## config.mk

```make
export PLATFORM = sky130hd
export DESIGN_NAME = quadtree_image_stream_decoder_flat
export DESIGN_NICKNAME = d
export VERILOG_FILES = /design/src/qtd_pkg.sv /design/src/qtd_if.sv /design/src/quadtree_image_stream_decoder.sv /design/src/qtd_core.sv /design/src/flat_wrapper.sv
export SDC_FILE = /design/constraint.sdc
export NUM_CORES = 1
export LEC_CHECK = 0
export BUFFER_PORTS_ARGS = -buffer_cell sky130_fd_sc_hd__clkbuf_2
export CAP_MARGIN = 15
export CORE_UTILIZATION = 55
export CTS_BUF_LIST = sky130_fd_sc_hd__clkbuf_16
export CTS_CLUSTER_SIZE = 14
export DETAILED_ROUTE_END_ITERATION = 10
export PLACE_DENSITY = 0.76
export SYNTH_ARGS = -nofsm -noshare
export SYNTH_HDL_FRONTEND = slang
export SYNTH_SLANG_ARGS = --single-unit
export TNS_END_PERCENT = 30
```

## constraint.sdc

```tcl
create_clock -name clock -period 6.15 [get_ports clock]
set_input_delay 0.615 -clock clock [delete_from_list [all_inputs] [get_ports clock]]
set_output_delay 0.615 -clock clock [all_outputs]
set_load 0.03 [all_outputs]
```

## src/qtd_pkg.sv

```systemverilog
// ----------------------------------------------------------------------------
// qtd_pkg
// shared constants and types of the quadtree image stream decoder
// ----------------------------------------------------------------------------
`default_nettype none

package qtd_pkg;

   // deepest tree level, log2 of the largest image side
   localparam int MAX_LOG_SIZE = 10;

   localparam int LOG_W   = 4;
   localparam int POS_W   = MAX_LOG_SIZE;
   localparam int DEPTH_W = $clog2(MAX_LOG_SIZE + 1);
   localparam int GRAY_W  = 8;
   localparam int QUAD_W  = 2;

   localparam logic [LOG_W-1:0]  LOG_SIZE_RESET = LOG_W'(9);
   localparam logic [LOG_W-1:0]  LOG_SIZE_MAX   = LOG_W'(MAX_LOG_SIZE);

   // flag byte codes
   localparam logic [GRAY_W-1:0] FLAG_SPLIT = GRAY_W'(0);
   localparam logic [GRAY_W-1:0] FLAG_LEAF  = GRAY_W'(1);

   // bottom-right quadrant, last child of a split
   localparam logic [QUAD_W-1:0] QUAD_LAST = QUAD_W'(3);

   typedef struct packed {
      logic [POS_W-1:0]  fill_x;
      logic [POS_W-1:0]  fill_y;
      logic [LOG_W-1:0]  fill_log_side;
      logic [GRAY_W-1:0] gray_level;
      logic              is_fill;
      logic              image_done;
      logic              split_error;
   } result_type;

endpackage

`default_nettype wire

```

## src/qtd_if.sv

```systemverilog
// ----------------------------------------------------------------------------
// qtd_if
// valid/ready channels of the decoder: coded bytes in, fill commands out
// ----------------------------------------------------------------------------
`default_nettype none

interface qtd_req_if;
   logic       valid;
   logic       ready;
   logic [7:0] stream_byte;

   modport source (output valid, output stream_byte, input ready);
   modport sink   (input valid, input stream_byte, output ready);
endinterface

interface qtd_rsp_if;
   logic       valid;
   logic       ready;
   logic [9:0] fill_x;
   logic [9:0] fill_y;
   logic [3:0] fill_log_side;
   logic [7:0] gray_level;
   logic       is_fill;
   logic       image_done;
   logic       split_error;

   modport source (output valid, output fill_x, output fill_y, output fill_log_side,
                   output gray_level, output is_fill, output image_done,
                   output split_error, input ready);
   modport sink   (input valid, input fill_x, input fill_y, input fill_log_side,
                   input gray_level, input is_fill, input image_done,
                   input split_error, output ready);
endinterface

`default_nettype wire

```

## src/quadtree_image_stream_decoder.sv

```systemverilog
// a byte accepted waits in the input register, then the decode step puts its fill command in the result register
// throughput: one byte per cycle, sustained while the result side keeps up;
//    the decode step (flag test, stack push or pop find over ten levels) is combinational
// reset: synchronous, active high; log_size returns to 9, the walk restarts at the root
//    and both pipeline registers empty; a csr write also restarts the walk
// ----------------------------------------------------------------------------
// quadtree_image_stream_decoder
// turns a depth-first quadtree byte stream into square fill commands
// ----------------------------------------------------------------------------
`default_nettype none

module quadtree_image_stream_decoder (
   input  wire logic                       clock,
   input  wire logic                       reset,
   qtd_req_if.sink                         req_if,
   qtd_rsp_if.source                       rsp_if,
   input  wire logic                       csr_wr_en,
   input  wire logic [qtd_pkg::LOG_W-1:0]  csr_wr_data
);
   import qtd_pkg::*;

   // input register: one coded byte waiting for the decode step
   logic              in_valid_ff;
   logic [GRAY_W-1:0] in_byte_ff;

   // result register: one fill command waiting to be taken
   logic              out_valid_ff, out_valid_in;
   result_type        out_res_ff;

   logic              step_en;
   logic              core_valid;
   result_type        core_res;

   // the decode step runs when the result register is free or being emptied
   assign step_en       = in_valid_ff && (!out_valid_ff || rsp_if.ready);
   assign req_if.ready  = !in_valid_ff || step_en;

   qtd_core u_core (
      .clock       (clock),
      .reset       (reset),
      .csr_wr_en   (csr_wr_en),
      .csr_wr_data (csr_wr_data),
      .step_en     (step_en),
      .step_byte   (in_byte_ff),
      .res_valid   (core_valid),
      .res         (core_res)
   );

   always_ff @(posedge clock) begin
      if (reset) begin
         in_valid_ff <= 1'b0;
      end else if (req_if.ready) begin
         in_valid_ff <= req_if.valid;
      end
   end

   always_ff @(posedge clock) begin
      if (req_if.valid && req_if.ready) begin
         in_byte_ff <= req_if.stream_byte;
      end
   end

   // a step that makes no result still frees the register if it was taken
   always_comb begin
      out_valid_in = out_valid_ff && !rsp_if.ready;
      if (step_en) begin
         out_valid_in = core_valid;
      end
   end

   always_ff @(posedge clock) begin
      if (reset) begin
         out_valid_ff <= 1'b0;
      end else begin
         out_valid_ff <= out_valid_in;
      end
   end

   always_ff @(posedge clock) begin
      if (step_en && core_valid) begin
         out_res_ff <= core_res;
      end
   end

   assign rsp_if.valid         = out_valid_ff;
   assign rsp_if.fill_x        = out_res_ff.fill_x;
   assign rsp_if.fill_y        = out_res_ff.fill_y;
   assign rsp_if.fill_log_side = out_res_ff.fill_log_side;
   assign rsp_if.gray_level    = out_res_ff.gray_level;
   assign rsp_if.is_fill       = out_res_ff.is_fill;
   assign rsp_if.image_done    = out_res_ff.image_done;
   assign rsp_if.split_error   = out_res_ff.split_error;

endmodule

`default_nettype wire

```

## src/qtd_core.sv

```systemverilog
// ----------------------------------------------------------------------------
// qtd_core
// tree walk state and one-byte decode step with quadrant path stack
// ----------------------------------------------------------------------------
`default_nettype none

module qtd_core (
   input  wire logic                          clock,
   input  wire logic                          reset,
   input  wire logic                          csr_wr_en,
   input  wire logic [qtd_pkg::LOG_W-1:0]     csr_wr_data,
   input  wire logic                          step_en,
   input  wire logic [qtd_pkg::GRAY_W-1:0]    step_byte,
   output logic                               res_valid,
   output qtd_pkg::result_type                res
);
   import qtd_pkg::*;

   logic [LOG_W-1:0]   log_size_ff;
   logic               expect_gray_ff, expect_gray_in;
   logic               finished_ff, finished_in;
   logic [DEPTH_W-1:0] depth_ff, depth_in;
   logic [QUAD_W-1:0]  path_ff [MAX_LOG_SIZE];
   logic [QUAD_W-1:0]  path_in [MAX_LOG_SIZE];

   logic [LOG_W-1:0]   eff_log;
   logic [POS_W-1:0]   x_full, y_full;
   logic [DEPTH_W-1:0] pop_depth;
   logic               pop_found;

   assign eff_log = (log_size_ff > LOG_SIZE_MAX) ? LOG_SIZE_MAX : log_size_ff;

   // position: level i sets bit (top - i), then shift down to the image size
   always_comb begin
      x_full = '0;
      y_full = '0;
      for (int i = 0; i < MAX_LOG_SIZE; i++) begin
         if (DEPTH_W'(i) < depth_ff) begin
            x_full[MAX_LOG_SIZE-1-i] = path_ff[i][0];
            y_full[MAX_LOG_SIZE-1-i] = path_ff[i][1];
         end
      end
   end

   // pop: deepest level below depth whose quadrant is not the last one
   always_comb begin
      pop_depth = '0;
      pop_found = 1'b0;
      for (int i = 0; i < MAX_LOG_SIZE; i++) begin
         if (DEPTH_W'(i) < depth_ff && path_ff[i] != QUAD_LAST) begin
            pop_depth = DEPTH_W'(i + 1);
            pop_found = 1'b1;
         end
      end
   end

   always_comb begin
      logic do_adv;
      do_adv         = 1'b0;
      expect_gray_in = expect_gray_ff;
      finished_in    = finished_ff;
      depth_in       = depth_ff;
      path_in        = path_ff;
      res_valid      = 1'b0;
      res.fill_x        = x_full >> (LOG_W'(MAX_LOG_SIZE) - eff_log);
      res.fill_y        = y_full >> (LOG_W'(MAX_LOG_SIZE) - eff_log);
      res.fill_log_side = eff_log - LOG_W'(depth_ff);
      res.gray_level    = '0;
      res.is_fill       = 1'b0;
      res.image_done    = 1'b0;
      res.split_error   = 1'b0;

      if (!finished_ff) begin
         if (expect_gray_ff) begin
            expect_gray_in = 1'b0;
            res.gray_level = step_byte;
            res.is_fill    = 1'b1;
            res_valid      = 1'b1;
            do_adv         = 1'b1;
         end else if (step_byte == FLAG_LEAF) begin
            expect_gray_in = 1'b1;
         end else if (step_byte == FLAG_SPLIT) begin
            if (LOG_W'(depth_ff) >= eff_log) begin
               res.split_error = 1'b1;
               res_valid       = 1'b1;
               do_adv          = 1'b1;
            end else begin
               for (int i = 0; i < MAX_LOG_SIZE; i++) begin
                  if (DEPTH_W'(i) == depth_ff) begin
                     path_in[i] = '0;
                  end
               end
               depth_in = depth_ff + DEPTH_W'(1);
            end
         end else begin
            // unknown flag skips the node, visible only when it ends the image
            do_adv    = 1'b1;
            res_valid = !pop_found;
         end
      end

      if (do_adv) begin
         res.image_done = !pop_found;
         finished_in    = !pop_found;
         depth_in       = pop_depth;
         for (int i = 0; i < MAX_LOG_SIZE; i++) begin
            if (pop_found && DEPTH_W'(i + 1) == pop_depth) begin
               path_in[i] = path_ff[i] + QUAD_W'(1);
            end
         end
      end
   end

   always_ff @(posedge clock) begin
      if (reset) begin
         log_size_ff    <= LOG_SIZE_RESET;
         expect_gray_ff <= 1'b0;
         finished_ff    <= 1'b0;
         depth_ff       <= '0;
         for (int i = 0; i < MAX_LOG_SIZE; i++) path_ff[i] <= '0;
      end else if (csr_wr_en) begin
         log_size_ff    <= csr_wr_data;
         expect_gray_ff <= 1'b0;
         finished_ff    <= 1'b0;
         depth_ff       <= '0;
         for (int i = 0; i < MAX_LOG_SIZE; i++) path_ff[i] <= '0;
      end else if (step_en) begin
         expect_gray_ff <= expect_gray_in;
         finished_ff    <= finished_in;
         depth_ff       <= depth_in;
         path_ff        <= path_in;
      end
   end

endmodule

`default_nettype wire

```

## src/flat_wrapper.sv

```systemverilog
// flat-port wrapper written by rule: the top's interface ports become plain ports
module quadtree_image_stream_decoder_flat import qtd_pkg::*;
  (clock, reset, csr_wr_en, csr_wr_data, req_if_valid, req_if_stream_byte, req_if_ready, rsp_if_valid, rsp_if_fill_x, rsp_if_fill_y, rsp_if_fill_log_side, rsp_if_gray_level, rsp_if_is_fill, rsp_if_image_done, rsp_if_split_error, rsp_if_ready);
  qtd_req_if req_if_i ();
  qtd_rsp_if rsp_if_i ();
  input  wire logic clock;
  input  wire logic reset;
  input  wire logic csr_wr_en;
  input  wire logic [qtd_pkg::LOG_W-1:0] csr_wr_data;
  input wire logic [$bits(req_if_i.valid)-1:0] req_if_valid;
  input wire logic [$bits(req_if_i.stream_byte)-1:0] req_if_stream_byte;
  output wire logic [$bits(req_if_i.ready)-1:0] req_if_ready;
  output wire logic [$bits(rsp_if_i.valid)-1:0] rsp_if_valid;
  output wire logic [$bits(rsp_if_i.fill_x)-1:0] rsp_if_fill_x;
  output wire logic [$bits(rsp_if_i.fill_y)-1:0] rsp_if_fill_y;
  output wire logic [$bits(rsp_if_i.fill_log_side)-1:0] rsp_if_fill_log_side;
  output wire logic [$bits(rsp_if_i.gray_level)-1:0] rsp_if_gray_level;
  output wire logic [$bits(rsp_if_i.is_fill)-1:0] rsp_if_is_fill;
  output wire logic [$bits(rsp_if_i.image_done)-1:0] rsp_if_image_done;
  output wire logic [$bits(rsp_if_i.split_error)-1:0] rsp_if_split_error;
  input wire logic [$bits(rsp_if_i.ready)-1:0] rsp_if_ready;
  assign req_if_i.valid = req_if_valid;
  assign req_if_i.stream_byte = req_if_stream_byte;
  assign req_if_ready = req_if_i.ready;
  assign rsp_if_valid = rsp_if_i.valid;
  assign rsp_if_fill_x = rsp_if_i.fill_x;
  assign rsp_if_fill_y = rsp_if_i.fill_y;
  assign rsp_if_fill_log_side = rsp_if_i.fill_log_side;
  assign rsp_if_gray_level = rsp_if_i.gray_level;
  assign rsp_if_is_fill = rsp_if_i.is_fill;
  assign rsp_if_image_done = rsp_if_i.image_done;
  assign rsp_if_split_error = rsp_if_i.split_error;
  assign rsp_if_i.ready = rsp_if_ready;
  quadtree_image_stream_decoder u_core (.clock(clock), .reset(reset), .req_if(req_if_i), .rsp_if(rsp_if_i), .csr_wr_en(csr_wr_en), .csr_wr_data(csr_wr_data));
endmodule
```

==> metrics.csv, run 1 <==
stage,metric,value,unit
synthesis,Post-Syn Area,4390,um^2
sta,Final Skew,13.0,ps
cells_and_area,Filler Cell Count,601,
synthesis,top cell type's share of synthesized area,29.4,%
sta,f_max,267,MHz
routing,DRT Pass-1 Iters,5,
clock_tree,Root Driver,clkbuf_16,
global_route,initial antenna violation count,0,
routing,drt drc,0,
clock_tree,Post-CTS Setup Inserts,0,
power_and_ir_drop,leakage,2.00,nW
routing,via-per-instance ratio,6.24,
sta,Least-Margin Pin Slew,1040,ps
cells_and_area,Area Growth Syn to Fin,14.1,%
die,die area,8340,um^2
clock_tree,H-tree levels,3,
synthesis,"area leader, netlist",edfxtp_1,
global_route,global-route wire length before repair,17000,um
cells_and_area,"most common cell after layout, fill and taps aside",clkbuf_2,
cells_and_area,Final Core Density,64.8,%
clock_tree,CTS tree,built,
cells_and_area,share of layout cells above drive strength 1,19.6,%
power_and_ir_drop,PwrDens,248,nW/um^2
die,Cell Rows,32,
routing,Avg WL per Cell,17.7,um
cells_and_area,post-route cell area,5010,um^2
die,overall die height,91.3,um
worst_hold_path,Hold Path Origin,req_if_stream_byte[2],
worst_hold_path,Hold/Removal Path Class,in -> reg,
power_and_ir_drop,maximum vdd ir drop,0.000134,V
worst_hold_path,hold depth,1,
die,Initial Util,56.8,%
synthesis,Synth cell types,73,
sta,RSZ-0062 raised after global routing,false,
die,die width,91.3,um
die,IO Pins,54,
cells_and_area,most frequent cells in the layout,"clkbuf_2, edfxtp_1, nand2_1",
cells_and_area,Finished Layout Cells,597,
sta,setup TNS,0,ps
clock_tree,CTS Hold Bufs,0,
cells_and_area,multi-input logic area,2300,um^2
worst_setup_path,CP arrival,3970,ps
sta,hold_ws,443,ps
worst_setup_path,Worst R2R Setup Slack,2410,ps
placement,GPL Wtd Cong,0.961,
worst_setup_path,FF-to-FF Start,u_core.u_core.log_size_ff[3],
die,core area,7730,um^2
global_route,number of global-route vias before repair,3383,
worst_hold_path,"Endpoint, Worst Hold",u_core.in_byte_ff[2],
sta,Final Cycle Share,60.8,%
global_route,Global Route Usage Sum,26.2,%
placement,"Cell Area, Placed",4680,um^2
synthesis,Post-synth EDFFs,43,
synthesis,Mapped Cells,447,
sta,Tmin final,3740,ps
synthesis,syn_nets,483,
sta,Pins Over Slew Limit,0,
clock_tree,clock buffer depth,2,
run_status,outcome,"complete, no violations",
cells_and_area,Antenna Cells,0,
clock_tree,# resized after CTS,0,
worst_setup_path,capturing point of the worst reg2reg path,u_core.u_core.path_ff[6],
worst_setup_path,"Worst Path Class, Setup",reg -> reg,
clock_tree,"Clk pin slew, worst setup/hold paths",70,ps
placement,Cells after DPL,580,
synthesis,ys async rst share,0,%
synthesis,Synth Warn #,0,
flow_run,max-cap violation count,0,
synthesis,syn_area_per_cell,9.82,um^2
synthesis,Synth Flop Type,edfxtp_1,
placement,Port Buffer Count,53,
clock_tree,CTS buffer count,9,
cells_and_area,FF+latch area,1930,um^2
cells_and_area,Nets,526,
worst_setup_path,crit path capture type,register,
worst_setup_path,CP max FO,19,
routing,routed wire length,10600,um
placement,post-detail-place hpwl,7840,um
synthesis,sequential area share after synthesis,44.0,%
routing,DR iter-0 viols,279,
clock_tree,clock latency on the worst-skew pair,340,ps
worst_setup_path,startpoint types,register,
worst_setup_path,CP required,6380,ps
global_route,GRT overflow,0,
sta,Finish-stage setup viols,0,
worst_setup_path,r2r worst-path depth,11,
synthesis,dominant cells by area after synthesis,"edfxtp_1, dfxtp_1, mux2i_1",
global_route,largest net degree at the start of global routing,37,
sta,max_slew headroom,30.8,%
sta,Final Hold Vio Count,0,
routing,post-route ant nets,0,
clock_tree,Clock Sinks,75,
routing,routed vias,3727,
synthesis,Seq cells post-synth,75,
report_power, final:
part,leakage [nW],switching [mW],internal (mW)
combinational,1.18,0.0951,0.0439
clock,0.145,0.225,0.321
sequential,0.677,0.00811,0.549
total,2.00,0.329,0.914
kinds of logic (layout without fill, tap and decap cells):
group / Yosys count / count (layout) / synth area share (%)
simple gates: 168 / 168 / 20.2
compound gates: 118 / 118 / 19.1
flops: 75 / 75 / 44.0
buf+inv: 36 / 84 / 3.88
mux: 29 / 29 / 6.84
fa+ha+maj: 19 / 19 / 5.59
xor+xnor: 2 / 2 / 0.399
area by class of cell:
type / count / share of cell area (%)
clock buffer: 9 / 4.50
timing repair buffer: 55 / 5.85
clock inverter: 7 / 1.65
tap: 102 / 2.55
inverter: 13 / 0.975
multi-input combinational: 336 / 45.9
sequential: 75 / 38.6
routing by layer:
metal / track usage [%] / share of wire, % / wire length, um / vias to the layer above
li1: - / - / - / 1779
met4: 11.8 / 3.5 / 367 / 0
met1: 35.4 / 46 / 4890 / 1762
met5: 0 / 0 / 0 / -
met2: 40.8 / 45 / 4750 / 150
met3: 5.19 / 5.3 / 560 / 36
worst max path at each step:
stage | from | end | depth (start not counted)
after CTS | u_core.u_core.log_size_ff[3] | u_core.rsp_if.fill_x[4] | 9
final | u_core.u_core.log_size_ff[3] | u_core.u_core.path_ff[6] | 11
after global placement | u_core.u_core.log_size_ff[3] | u_core.rsp_if.fill_x[2] | 9
after detailed placement | u_core.u_core.log_size_ff[3] | u_core.rsp_if.fill_y[2] | 9
after floorplan | u_core.u_core.log_size_ff[3] | u_core.rsp_if.fill_log_side[0] | 10
after global routing | u_core.u_core.log_size_ff[2] | u_core.u_core.path_ff[0] | 11
critical path, stage by stage, from the launching register on:
cell	delay, ps
dfxtp_1	440
o21ai_0	210
nand2_1	540
ha_1	250
inv_1	70
fa_1	420
nand3_1	120
nand3_1	170
a21oi_2	380
nand4_2	190
or4b_4	550
mux2_4	310
cell usage after synthesis (4+ instances only):
cell type / n
and3_1: 6
o21ai_0: 21
a21o_1: 4
clkbuf_1: 16
nor2b_1: 7
o311ai_0: 5
o22ai_1: 8
dfxtp_1: 32
nor3_1: 7
o311a_1: 4
nand4_1: 9
nand3_1: 28
nand2_1: 36
o211ai_1: 18
edfxtp_1: 43
o21a_1: 5
ha_1: 18
buf_6: 4
nand2b_1: 4
inv_1: 12
and2_1: 10
mux2i_1: 24
nor2_1: 35
a21oi_1: 20
flip-flops by register name (all words and copies together) (netlist names):
| register | count |
|---|---|
| u_core.u_core.path_ff | 20 |
| u_core.rsp_if.fill_x | 10 |
| u_core.rsp_if.fill_y | 10 |
| u_core.in_byte_ff | 8 |
| u_core.rsp_if.gray_level | 8 |
| u_core.rsp_if.fill_log_side | 4 |
| u_core.u_core.depth_ff | 4 |
| u_core.u_core.log_size_ff | 4 |
| u_core.in_valid_ff | 1 |
| u_core.rsp_if.image_done | 1 |
| u_core.rsp_if.is_fill | 1 |
| u_core.rsp_if.split_error | 1 |
| u_core.rsp_if.valid | 1 |
| u_core.u_core.expect_gray_ff | 1 |
| u_core.u_core.finished_ff | 1 |
per-stage QoR:
stage          power, mW  setup WS (ps)
2_1_floorplan      0.670           1540
3_3_place_gp       0.701           2270
3_5_place_dp       0.703           2080
4_1_cts             1.24           2060
5_1_grt             1.29           2080
6_report            1.24           2410
Power figures use the tool's default switching activity.
==> run 2, diff against run 1 <==
==> constraint.sdc (replaced) <==
create_clock -name clock -period 3.5 [get_ports clock]
set_input_delay 0.35 -clock clock [delete_from_list [all_inputs] [get_ports clock]]
set_output_delay 0.35 -clock clock [all_outputs]
set_load 0.03 [all_outputs]
==> metrics.csv, run 2 (synthesized netlist as in run 1, its figures left out) <==
stage,metric,value,unit
routing,via-per-instance ratio,6.20,
cells_and_area,"most common cell after layout, fill and taps aside",clkbuf_2,
cells_and_area,Nets,534,
global_route,Global Route Usage Sum,27.1,%
global_route,initial antenna violation count,0,
sta,Least-Margin Pin Slew,960,ps
die,overall die height,91.3,um
sta,max_slew headroom,36.0,%
clock_tree,clock latency on the worst-skew pair,340,ps
worst_setup_path,capturing point of the worst reg2reg path,u_core.u_core.path_ff[6],
placement,post-detail-place hpwl,7900,um
sta,post-route setup slack,291,ps
clock_tree,"Clk pin slew, worst setup/hold paths",70,ps
clock_tree,H-tree levels,3,
worst_setup_path,r2r worst-path depth,11,
cells_and_area,Area Growth Syn to Fin,15.8,%
cells_and_area,Antenna Cells,0,
sta,f_max,312,MHz
worst_setup_path,CP required,3740,ps
clock_tree,CTS buffer count,9,
cells_and_area,Largest register FFs,20,
routing,Avg WL per Cell,18.0,um
clock_tree,CTS tree,built,
cells_and_area,Final Core Density,65.8,%
worst_hold_path,Hold/Removal Path Class,in -> reg,
global_route,number of global-route vias before repair,3480,
cells_and_area,share of layout cells above drive strength 1,21.1,%
worst_hold_path,"Endpoint, Worst Hold",u_core.in_byte_ff[0],
sta,Final Skew,9.55,ps
worst_setup_path,"Worst Path Class, Setup",reg -> reg,
cells_and_area,largest reg by FF count,u_core.u_core.path_ff,
worst_setup_path,FF-to-FF Start,u_core.u_core.log_size_ff[3],
placement,Cells after DPL,588,
worst_setup_path,Worst R2R Setup Slack,290,ps
flow_run,max-cap violation count,0,
sta,Finish-stage setup viols,0,
worst_setup_path,CP max FO,8,
routing,post-route ant nets,0,
clock_tree,Clock Sinks,75,
routing,DRT Pass-1 Iters,5,
clock_tree,clock buffer depth,2,
routing,drt drc,0,
sta,Final Hold Vio Count,0,
power_and_ir_drop,leakage,2.04,nW
sta,setup TNS,0,ps
sta,Tmin final,3210,ps
global_route,largest net degree at the start of global routing,37,
placement,Port Buffer Count,53,
routing,routed vias,3753,
sta,RSZ-0062 raised after global routing,false,
routing,DR iter-0 viols,224,
worst_setup_path,crit path capture type,register,
die,die area,8340,um^2
placement,GPL Wtd Cong,0.965,
worst_hold_path,hold depth,1,
die,IO Pins,54,
worst_setup_path,CP arrival,3440,ps
power_and_ir_drop,PwrDens,433,nW/um^2
die,Cell Rows,32,
routing,routed wire length,10900,um
power_and_ir_drop,maximum vdd ir drop,0.000254,V
worst_setup_path,startpoint types,register,
die,core area,7730,um^2
worst_hold_path,Hold Path Origin,req_if_stream_byte[0],
sta,Pins Over Slew Limit,0,
global_route,GRT overflow,0,
placement,Setup WS pre-CTS,318,ps
cells_and_area,most frequent cells in the layout,"clkbuf_2, edfxtp_1, nand2_1",
die,Initial Util,56.8,%
cells_and_area,Finished Layout Cells,605,
sta,Final Cycle Share,91.7,%
clock_tree,Root Driver,clkbuf_16,
run_status,outcome,"complete, no violations",
die,die width,91.3,um
global_route,global-route wire length before repair,17600,um
-- run 2: changes by cell type in the layout (fill, tap and decap cells not counted) --
cell / delta
buf_6: +1
a21oi_1: -1
a21oi_4: +1
buf_4: +7
-- run 2: how the worst max path moves through the flow --
stage	start	end	slack [ps]	cells after the start
detailed placement	u_core.u_core.log_size_ff[3]	u_core.u_core.path_ff[6]	320	11
CTS	u_core.u_core.log_size_ff[3]	u_core.u_core.path_ff[6]	250	11
global placement	u_core.u_core.log_size_ff[3]	u_core.u_core.path_ff[6]	410	11
global route	u_core.u_core.log_size_ff[2]	u_core.u_core.path_ff[3]	80	12
floorplan	u_core.u_core.log_size_ff[3]	u_core.rsp_if.fill_log_side[0]	100	10
finish	u_core.u_core.log_size_ff[3]	u_core.u_core.path_ff[6]	290	11
-- run 2: what timing repair did --
action | in CTS | in global routing
resized for setup | 0 | 1
buffers inserted | 0 | 0
hold buffers | 0 | 0
endpoints found under the setup margin | 0 | 1
hold endpoints to repair | 0 | 0
-- run 2: final cells by class --
cell class                 count  area (um^2)
clock buffer                   9          225
tap                          102          128
sequential                    75         1930
multi-input combinational    336         2310
clock inverter                 7         82.6
timing repair buffer          63          357
inverter                      13         48.8
fill                         624         2650
-- run 2: layer usage --
metal,track usage (%),up-vias,part of all wire (%),routed length (um)
li1,-,1797,-,-
met1,38.1,1787,47,5080
met2,42.7,150,46,4970
met3,4.61,19,5.9,645
met4,8.73,0,1.9,203
met5,0,-,0,0
-- run 2: where the power goes --
part           internal (mW)  switching, mW  total (mW)
clock                  0.565          0.403       0.968
combinational         0.0820          0.172       0.254
sequential             0.965         0.0150       0.980
-- run 2: worst max-delay path: stages (launching register included) --
cell,delay (ps)
dfxtp_1,440
o21ai_0,240
nand2_1,160
ha_1,150
inv_1,60
fa_1,430
nand3_1,120
nand3_1,200
a21oi_4,290
nand4_2,160
or4b_4,530
mux2_4,310
-- run 2: stage by stage --
step / cell area [um^2] / total power, mW / hold slack [ps]
6_report: 5080 / 2.20 / 179
3_5_place_dp: 4760 / 1.25 / 493
3_3_place_gp: 4760 / 1.24 / 488
2_1_floorplan: 4400 / 1.18 / 422
4_1_cts: 5060 / 2.20 / 180
5_1_grt: 5080 / 2.26 / 177
